--- src/rtl/core/bda_pkg.sv ---
`default_nettype none
package bda_pkg;

  localparam int TIME_WIDTH_DEF = 32;
  localparam int QUEUE_DEPTH    = 2;

  localparam int IN_TDATA_W  = 40;
  localparam int OUT_TDATA_W = 8;
  localparam int CFG_IDX_W   = 2;
  localparam int CFG_DATA_W  = 32;
  localparam int PERIOD_W    = 32;
  localparam int BOUNCE_W    = 16;
  localparam int KIND_W      = 2;

  localparam logic [CFG_IDX_W-1:0] REG_ENABLE        = 2'd0;
  localparam logic [CFG_IDX_W-1:0] REG_AUTO_REPEAT   = 2'd1;
  localparam logic [CFG_IDX_W-1:0] REG_REPEAT_PERIOD = 2'd2;
  localparam logic [CFG_IDX_W-1:0] REG_BOUNCE_DELAY  = 2'd3;

  localparam logic                OPCODE_EVENT = 1'b1;
  localparam logic [BOUNCE_W-1:0] BOUNCE_RESET = 16'd50;

  typedef enum logic [KIND_W-1:0] {
    KIND_POLL,
    KIND_EVENT,
    KIND_OFF
  } kind_t;

  typedef struct packed {
    logic                auto_repeat;
    logic [PERIOD_W-1:0] repeat_period;
    logic [BOUNCE_W-1:0] bounce_delay;
  } cfg_t;

endpackage
`default_nettype wire

--- src/rtl/core/button_debounce_autorepeat_top.sv ---
// An accepted input word passes the front register, the queue and the back result register to its result word.
// Throughput: one word per cycle while the output is not stalled; the back end updates its press state per taken word.
// A two-entry queue between front and back absorbs output stalls without dropping rate.
// Reset (rst_n low, synchronous): queue and output empty, button released, times zero,
// enable/auto_repeat/repeat_period zero, bounce_delay 50.
`default_nettype none
module button_debounce_autorepeat_top #(
  parameter int TIME_WIDTH = bda_pkg::TIME_WIDTH_DEF
) (
  input  wire logic                            clk,
  input  wire logic                            rst_n,
  input  wire logic                            in_tvalid,
  output logic                                 in_tready,
  input  wire logic [bda_pkg::IN_TDATA_W-1:0]  in_tdata,   // pin_level, now
  input  wire logic                            in_tuser,   // opcode
  output logic                                 out_tvalid,
  input  wire logic                            out_tready,
  output logic [bda_pkg::OUT_TDATA_W-1:0]      out_tdata,  // fire, first_press, ignored
  input  wire logic                            cfg_we,
  input  wire logic [bda_pkg::CFG_IDX_W-1:0]   cfg_addr,
  input  wire logic [bda_pkg::CFG_DATA_W-1:0]  cfg_wdata
);

  localparam int ENT_W = TIME_WIDTH + 1 + bda_pkg::KIND_W;

  bda_pkg::cfg_t    cfg;
  logic             f_valid, f_ready;
  logic [ENT_W-1:0] f_data;
  logic             b_valid, b_ready;
  logic [ENT_W-1:0] b_data;

  bda_front #(.TIME_WIDTH(TIME_WIDTH), .ENT_W(ENT_W)) u_front (
    .clk        (clk),
    .rst_n      (rst_n),
    .in_tvalid  (in_tvalid),
    .in_tready  (in_tready),
    .in_tdata   (in_tdata),
    .in_tuser   (in_tuser),
    .cfg_we     (cfg_we),
    .cfg_addr   (cfg_addr),
    .cfg_wdata  (cfg_wdata),
    .cfg_o      (cfg),
    .push_valid (f_valid),
    .push_ready (f_ready),
    .push_data  (f_data)
  );

  bda_queue #(.ENT_W(ENT_W), .DEPTH(bda_pkg::QUEUE_DEPTH)) u_queue (
    .clk      (clk),
    .rst_n    (rst_n),
    .wr_valid (f_valid),
    .wr_ready (f_ready),
    .wr_data  (f_data),
    .rd_valid (b_valid),
    .rd_ready (b_ready),
    .rd_data  (b_data)
  );

  bda_back #(.TIME_WIDTH(TIME_WIDTH), .ENT_W(ENT_W)) u_back (
    .clk        (clk),
    .rst_n      (rst_n),
    .cfg_i      (cfg),
    .pop_valid  (b_valid),
    .pop_ready  (b_ready),
    .pop_data   (b_data),
    .out_tvalid (out_tvalid),
    .out_tready (out_tready),
    .out_tdata  (out_tdata)
  );

endmodule
`default_nettype wire

--- src/rtl/core/bda_front.sv ---
`default_nettype none
module bda_front #(
  parameter int TIME_WIDTH = bda_pkg::TIME_WIDTH_DEF,
  parameter int ENT_W      = TIME_WIDTH + 1 + bda_pkg::KIND_W
) (
  input  wire logic                            clk,
  input  wire logic                            rst_n,
  input  wire logic                            in_tvalid,
  output logic                                 in_tready,
  input  wire logic [bda_pkg::IN_TDATA_W-1:0]  in_tdata,
  input  wire logic                            in_tuser,
  input  wire logic                            cfg_we,
  input  wire logic [bda_pkg::CFG_IDX_W-1:0]   cfg_addr,
  input  wire logic [bda_pkg::CFG_DATA_W-1:0]  cfg_wdata,
  output bda_pkg::cfg_t                        cfg_o,
  output logic                                 push_valid,
  input  wire logic                            push_ready,
  output logic [ENT_W-1:0]                     push_data
);

  logic                              vld_r, vld_nxt;
  logic [ENT_W-1:0]                  ent_r;
  logic                              enable_r;
  bda_pkg::cfg_t                     cfg_r;
  bda_pkg::kind_t                    kind;
  logic [TIME_WIDTH-1:0]             now_t;
  logic                              take;

  // classify: polls while disabled are marked for a plain drop
  always_comb begin
    if (in_tuser == bda_pkg::OPCODE_EVENT) begin
      kind = bda_pkg::KIND_EVENT;
    end else if (enable_r) begin
      kind = bda_pkg::KIND_POLL;
    end else begin
      kind = bda_pkg::KIND_OFF;
    end
  end

  assign now_t      = TIME_WIDTH'(in_tdata[32:1]);
  assign in_tready  = !vld_r || push_ready;
  assign take       = in_tvalid && in_tready;
  assign push_valid = vld_r;
  assign push_data  = ent_r;
  assign cfg_o      = cfg_r;

  always_comb begin
    vld_nxt = vld_r;
    if (take) begin
      vld_nxt = 1'b1;
    end else if (push_ready) begin
      vld_nxt = 1'b0;
    end
  end

  always_ff @(posedge clk) begin
    if (!rst_n) begin
      vld_r              <= 1'b0;
      enable_r           <= 1'b0;
      cfg_r.auto_repeat  <= 1'b0;
      cfg_r.repeat_period <= '0;
      cfg_r.bounce_delay <= bda_pkg::BOUNCE_RESET;
    end else begin
      vld_r <= vld_nxt;
      if (cfg_we) begin
        unique case (cfg_addr)
          bda_pkg::REG_ENABLE:        enable_r            <= cfg_wdata[0];
          bda_pkg::REG_AUTO_REPEAT:   cfg_r.auto_repeat   <= cfg_wdata[0];
          bda_pkg::REG_REPEAT_PERIOD: cfg_r.repeat_period <= cfg_wdata;
          bda_pkg::REG_BOUNCE_DELAY:
            cfg_r.bounce_delay <= cfg_wdata[bda_pkg::BOUNCE_W-1:0];
          default: ;
        endcase
      end
    end
  end

  always_ff @(posedge clk) begin
    if (take) begin
      ent_r <= {now_t, in_tdata[0], kind};
    end
  end

endmodule
`default_nettype wire

--- src/rtl/core/bda_queue.sv ---
`default_nettype none
module bda_queue #(
  parameter int ENT_W = 34,
  parameter int DEPTH = bda_pkg::QUEUE_DEPTH
) (
  input  wire logic             clk,
  input  wire logic             rst_n,
  input  wire logic             wr_valid,
  output logic                  wr_ready,
  input  wire logic [ENT_W-1:0] wr_data,
  output logic                  rd_valid,
  input  wire logic             rd_ready,
  output logic [ENT_W-1:0]      rd_data
);

  localparam int PTR_W = (DEPTH > 1) ? $clog2(DEPTH) : 1;
  localparam int CNT_W = $clog2(DEPTH + 1);

  logic [ENT_W-1:0] mem_r [DEPTH];
  logic [PTR_W-1:0] wr_ptr_r, wr_ptr_nxt;
  logic [PTR_W-1:0] rd_ptr_r, rd_ptr_nxt;
  logic [CNT_W-1:0] cnt_r, cnt_nxt;
  logic             do_wr, do_rd;

  assign wr_ready = (cnt_r != CNT_W'(DEPTH));
  assign rd_valid = (cnt_r != '0);
  assign rd_data  = mem_r[rd_ptr_r];
  assign do_wr    = wr_valid && wr_ready;
  assign do_rd    = rd_valid && rd_ready;

  always_comb begin
    wr_ptr_nxt = wr_ptr_r;
    rd_ptr_nxt = rd_ptr_r;
    cnt_nxt    = cnt_r;
    if (do_wr) begin
      wr_ptr_nxt = (wr_ptr_r == PTR_W'(DEPTH - 1)) ? '0 : wr_ptr_r + 1'b1;
    end
    if (do_rd) begin
      rd_ptr_nxt = (rd_ptr_r == PTR_W'(DEPTH - 1)) ? '0 : rd_ptr_r + 1'b1;
    end
    if (do_wr && !do_rd) begin
      cnt_nxt = cnt_r + 1'b1;
    end else if (do_rd && !do_wr) begin
      cnt_nxt = cnt_r - 1'b1;
    end
  end

  always_ff @(posedge clk) begin
    if (!rst_n) begin
      wr_ptr_r <= '0;
      rd_ptr_r <= '0;
      cnt_r    <= '0;
    end else begin
      wr_ptr_r <= wr_ptr_nxt;
      rd_ptr_r <= rd_ptr_nxt;
      cnt_r    <= cnt_nxt;
    end
  end

  always_ff @(posedge clk) begin
    if (do_wr) begin
      mem_r[wr_ptr_r] <= wr_data;
    end
  end

endmodule
`default_nettype wire

--- src/rtl/core/bda_back.sv ---
`default_nettype none
module bda_back #(
  parameter int TIME_WIDTH = bda_pkg::TIME_WIDTH_DEF,
  parameter int ENT_W      = TIME_WIDTH + 1 + bda_pkg::KIND_W
) (
  input  wire logic                            clk,
  input  wire logic                            rst_n,
  input  wire bda_pkg::cfg_t                   cfg_i,
  input  wire logic                            pop_valid,
  output logic                                 pop_ready,
  input  wire logic [ENT_W-1:0]                pop_data,
  output logic                                 out_tvalid,
  input  wire logic                            out_tready,
  output logic [bda_pkg::OUT_TDATA_W-1:0]      out_tdata
);

  localparam int CMP_W = (TIME_WIDTH > bda_pkg::PERIOD_W) ? TIME_WIDTH : bda_pkg::PERIOD_W;

  logic                  was_rel_r, was_rel_nxt;
  logic                  pend_r, pend_nxt;
  logic [TIME_WIDTH-1:0] last_fire_r, last_fire_nxt;
  logic [TIME_WIDTH-1:0] last_acc_r, last_acc_nxt;
  logic                  ovld_r, ovld_nxt;
  logic [2:0]            res_r, res_nxt;

  bda_pkg::kind_t        kind;
  logic                  rel;
  logic [TIME_WIDTH-1:0] now_t;
  logic [TIME_WIDTH-1:0] el_acc, el_fire;
  logic                  bounce_ok, period_ok, step;
  logic                  fire, first, ign;

  assign kind  = bda_pkg::kind_t'(pop_data[bda_pkg::KIND_W-1:0]);
  assign rel   = pop_data[bda_pkg::KIND_W];
  assign now_t = pop_data[ENT_W-1 -: TIME_WIDTH];

  assign el_acc    = now_t - last_acc_r;
  assign el_fire   = now_t - last_fire_r;
  assign bounce_ok = CMP_W'(el_acc) >= CMP_W'(cfg_i.bounce_delay);
  assign period_ok = CMP_W'(el_fire) >= CMP_W'(cfg_i.repeat_period);

  assign pop_ready  = !ovld_r || out_tready;
  assign step       = pop_valid && pop_ready;
  assign out_tvalid = ovld_r;
  assign out_tdata  = {{(bda_pkg::OUT_TDATA_W-3){1'b0}}, res_r};

  always_comb begin
    was_rel_nxt   = was_rel_r;
    pend_nxt      = pend_r;
    last_fire_nxt = last_fire_r;
    last_acc_nxt  = last_acc_r;
    fire          = 1'b0;
    first         = 1'b0;
    ign           = 1'b0;
    unique case (kind)
      bda_pkg::KIND_POLL: begin
        if (!bounce_ok) begin
          ign = 1'b1;
        end else begin
          last_acc_nxt = now_t;
          if ((!rel || pend_r) && period_ok && (cfg_i.auto_repeat || was_rel_r)) begin
            fire          = 1'b1;
            first         = was_rel_r;
            last_fire_nxt = now_t;
            was_rel_nxt   = 1'b0;
          end
          if (rel) begin
            was_rel_nxt = 1'b1;
          end
          pend_nxt = 1'b0;
        end
      end
      bda_pkg::KIND_EVENT: begin
        if (!bounce_ok) begin
          ign = 1'b1;
        end else begin
          last_acc_nxt = now_t;
          if (!rel && was_rel_r && period_ok) begin
            pend_nxt = 1'b1;
          end
          if (rel) begin
            was_rel_nxt = 1'b1;
          end
        end
      end
      default: begin
        ign = 1'b1;
      end
    endcase
    res_nxt = {ign, first, fire};
  end

  always_comb begin
    ovld_nxt = ovld_r;
    if (step) begin
      ovld_nxt = 1'b1;
    end else if (out_tready) begin
      ovld_nxt = 1'b0;
    end
  end

  always_ff @(posedge clk) begin
    if (!rst_n) begin
      was_rel_r   <= 1'b1;
      pend_r      <= 1'b0;
      last_fire_r <= '0;
      last_acc_r  <= '0;
      ovld_r      <= 1'b0;
    end else begin
      ovld_r <= ovld_nxt;
      if (step) begin
        was_rel_r   <= was_rel_nxt;
        pend_r      <= pend_nxt;
        last_fire_r <= last_fire_nxt;
        last_acc_r  <= last_acc_nxt;
      end
    end
  end

  always_ff @(posedge clk) begin
    if (step) begin
      res_r <= res_nxt;
    end
  end

endmodule
`default_nettype wire

--- config.mk ---
export PLATFORM = sky130hd
export DESIGN_NAME = button_debounce_autorepeat_top
export DESIGN_NICKNAME = d
export VERILOG_FILES = /design/src/rtl/core/bda_pkg.sv /design/src/rtl/core/button_debounce_autorepeat_top.sv /design/src/rtl/core/bda_front.sv /design/src/rtl/core/bda_queue.sv /design/src/rtl/core/bda_back.sv
export SDC_FILE = /design/constraint.sdc
export NUM_CORES = 1
export LEC_CHECK = 0
export ABC_AREA = 1
export BUFFER_PORTS_ARGS = -buffer_cell sky130_fd_sc_hd__clkbuf_2
export CAP_MARGIN = 20
export CORE_UTILIZATION = 57
export DETAILED_ROUTE_END_ITERATION = 10
export PLACE_DENSITY = 0.78
export SETUP_SLACK_MARGIN = 0.3
export SYNTH_ARGS = -nofsm -noshare
export SYNTH_HDL_FRONTEND = slang
export SYNTH_SLANG_ARGS = --single-unit
--- constraint.sdc ---
create_clock -name clk -period 5.9 [get_ports clk]
set_input_delay 1.77 -clock clk [delete_from_list [all_inputs] [get_ports clk]]
set_output_delay 1.77 -clock clk [all_outputs]
set_load 0.02 [all_outputs]
==> impl_metrics.toml <==
[power_and_ir_drop]
switching_share = 0.469
power_density_nw_per_um2 = 612
power_switching_w = 0.00444
seqPwrFrac = 0.213
ir_drop_uv = 330
internal_power_w = 0.00502
combinationalPowerShare = 0.621
p_leak_nw = 7.37
power_frac_clock = 0.166

[placement]
placedCellCount = 2225
dp_hpwl_um = 24100
gp_congestion = 0.936
portBuffers = 77
placed_area_um2 = 14500
dp_slack_ns = 0.322

[timing]
setup_slack_ns = 0.719
rsz0062_at_grt = "no"
clock.fmax_mhz = 193
finalCritPeriodShare = 0.878
final-hold-violation-count = 0
setup_viol = 0
slew_violations = 0
hold_slack_ns = 0.439
worst_slew_pin_slew_ns = 0.735
post-route-min-period_ns = 5.18
tns_ns = 0
maxSlewHeadroom = 0.510
clock_skew_ns = 0.0107

[logic_synthesis]
yosysWarningCount = 0
synthAdderAreaFrac = 0.105
yosysTopAreaCell = "edfxtp_1"
syn_area_um2 = 13800
synth_xor_area_frac = 0.0286
synth_top_area_frac = 0.236
synth.area.mux_share = 0
synthTopCellsByArea = "edfxtp_1, dfxtp_1, nand2_1"
synth.avg_cell_area_um2 = 7.41
netlist_instances = 1856
synth_compound_area_frac = 0.0998
synth-main-ff-cell = "dfxtp_1"
synth_edf_count = 108
synthArstFlopShare = 0
synth_top_family_by_area = "simple AND/OR/NAND/NOR gates"
ys_ff_latch = 231
yosys.area_share.simple = 0.250
ys_types = 42
seq_area_frac_synth = 0.415

[global_route]
grt_first_pass_wirelength_um = 50800
grt_usage = 0.258
gr-total-overflow = 0
grt_max_degree = 82
antenna_found_initial = 0
grt_pass1_vias = 10700

[floorplanning]
pin_count = 90
core_um2 = 23500
fp.dieW_um = 157
die_h_um = 157
initial_core_util = 0.584
rows = 56
dieArea_um2 = 24800

[drt]
drtAntennaViolNets = 0
wire_per_inst_um = 14.1
drt_iter0_markers = 836
drc_errors = 0
drt_first_pass_iters = 7
vias = 11800
viasPerCell = 5.21
wl_um = 32000

[clock_network]
cts.sinks = 231
cts_buffers = 23
clk_pin_slew_ns = 0.06
cts-root-buf = "clkbuf_16"
cts_tree = "done"
postCtsHoldBufs = 0
cts_buffer_depth = 3
htree_num_levels = 1
worstSkewPairLatency_ns = 0.51

[min_path]
hp-class = "register to register"

[status]
outcome = "finished, final reports clean"

[final_layout]
layout-drive-gt1-share = 0.0850
layout.nets = 2131
syn_to_final_growth_pct = 12.3
antennaDiodeCount = 0
fin_cells = 2272
finalInstanceArea_um2 = 15400

[run]
max_cap_violations = 0

[critical_path]
path_max_fanout = 11
path_buf_inv = 5
criticalPathCategory = "register to register"
cpPeakStageDelay_ns = 0.41
critPathTopFamily = "simple AND/OR/NAND/NOR gates"
arrival_ns = 5.63
endpoint_kind = "register"
critical_path.startpoint_type = "register"
cpMostUsedCell = "nand2_1"
slowest_stage = "fa_1"
worstPathRequired_ns = 6.35
layer usage:
metal,GRT usage,vias up,part of all wire
met2,0.429,318,0.47
met4,0.0874,0,0.025
met3,0.0253,55,0.059
met5,0,-,0
met1,0.352,5366,0.45
li1,-,6099,-
final timing paths:
check	to	depth (start not counted)	start	slack (ns)
min reg2reg	u_queue.mem_r[0][16]$_DFFE_PP_	0	u_front.push_data[16]$_DFFE_PP_	0.44
max	u_back.last_fire_r[14]$_SDFFE_PN0P_	31	register	0.72
min	u_queue.mem_r[0][16]$_DFFE_PP_	0	u_front.push_data[16]$_DFFE_PP_	0.44
max reg2reg	u_back.last_fire_r[14]$_SDFFE_PN0P_	31	register	0.72
sequential cells by signal, indices dropped and copies added, names as in the netlist, named ones only:
signal / cells
u_back.last_fire_r: 32
u_front.push_valid: 1
u_queue.rd_ptr_r: 1
u_front.enable_r: 1
u_back.last_acc_r: 32
u_front.push_data: 35
u_queue.mem_r: 70
u_queue.wr_ptr_r: 1
u_queue.cnt_r: 2
u_back.pend_r: 1
u_back.was_rel_r: 1
u_front.cfg_o: 49
u_back.out_tvalid: 1
u_back.res_r: 3
timing repair:
action                     in CTS  in global routing
setup buffers                   0                  2
cloned                          0                  4
setup endpoints to repair       5                 44
pin swaps                       0                  3
resized for setup               1                 12
through the flow:
step	util	total power [W]
3_5_place_dp	0.616	0.00775
5_1_grt	0.656	0.0104
6_report	0.656	0.00946
4_1_cts	0.651	0.00937
3_3_place_gp	0.616	0.00756
2_1_floorplan	-	0.00635
worst register-to-register path, delay by kind of cell, from the launching register on:
family	cells	cell delay, ns
AOI/OAI and AO/OA	5	0.94
and+or+nand+nor	17	2.12
xor gates and xnor gates	1	0.17
adders and majority gates	3	0.87
buffers and inverters	5	0.63
DFF	1	0.38
power groups by stage:
stage,Combinational (W),Sequential (W),Clock [W]
CTS,0.00576,0.00201,0.00159
global route,0.00670,0.00204,0.00166
floorplan,0.00432,0.00203,0
detailed placement,0.00570,0.00205,0
finish,0.00587,0.00202,0.00157
global placement,0.00552,0.00204,0
layout make-up:
cell class / count / area [um^2]
Clock buffer: 31 / 637
Sequential cell: 231 / 5710
Inverter: 303 / 1140
Fill cell: 2061 / 8090
Clock inverter: 10 / 181
Timing Repair Buffer: 106 / 672
Tap cell: 319 / 399
Multi-Input combinational cell: 1272 / 6710
synth_stat cells (3+ instances only):
| cell type | instances |
|---|---|
| a21boi_0 | 3 |
| a21oi_1 | 159 |
| a31oi_1 | 8 |
| and2_1 | 5 |
| buf_1 | 4 |
| buf_2 | 5 |
| buf_4 | 13 |
| clkbuf_1 | 32 |
| dfxtp_1 | 123 |
| edfxtp_1 | 108 |
| ha_1 | 112 |
| inv_1 | 300 |
| nand2_1 | 550 |
| nand3_1 | 45 |
| nand4_1 | 50 |
| nor2_1 | 163 |
| nor2_2 | 5 |
| nor3_1 | 13 |
| o21a_1 | 3 |
| o21ai_0 | 75 |
| o21bai_1 | 5 |
| or2_2 | 3 |
| xnor2_1 | 8 |
| xor2_1 | 37 |
cells by family after synthesis:
logic type      count (synthesis)
fa+ha+maj                     114
buf+inv                       357
simple gates                  846
flops                         231
xor+xnor                       45
other cells                     1
compound gates                262
cells in the final DEF, fill, tap and decap left out, types with 3 or more instances in the layout:
| cell | count |
|---|---|
| nand2_1 | 550 |
| inv_1 | 299 |
| nor2_1 | 159 |
| a21oi_1 | 158 |
| dfxtp_1 | 122 |
| ha_1 | 112 |
| edfxtp_1 | 108 |
| clkbuf_2 | 78 |
| o21ai_0 | 72 |
| nand4_1 | 50 |
| nand3_1 | 44 |
| xor2_1 | 37 |
| clkbuf_16 | 26 |
| buf_4 | 24 |
| nor3_1 | 13 |
| nor2_2 | 9 |
| a31oi_1 | 8 |
| xnor2_1 | 8 |
| o21bai_1 | 5 |
| and2_1 | 5 |
| conb_1 | 5 |
| bufinv_16 | 5 |
| clkbuf_1 | 4 |
| o21a_1 | 3 |
| a21boi_0 | 3 |
| o21ai_2 | 3 |
| or2_2 | 3 |
| clkbuf_8 | 3 |
| clkinv_2 | 3 |
No activity file was read; power rests on OpenSTA's default activity.
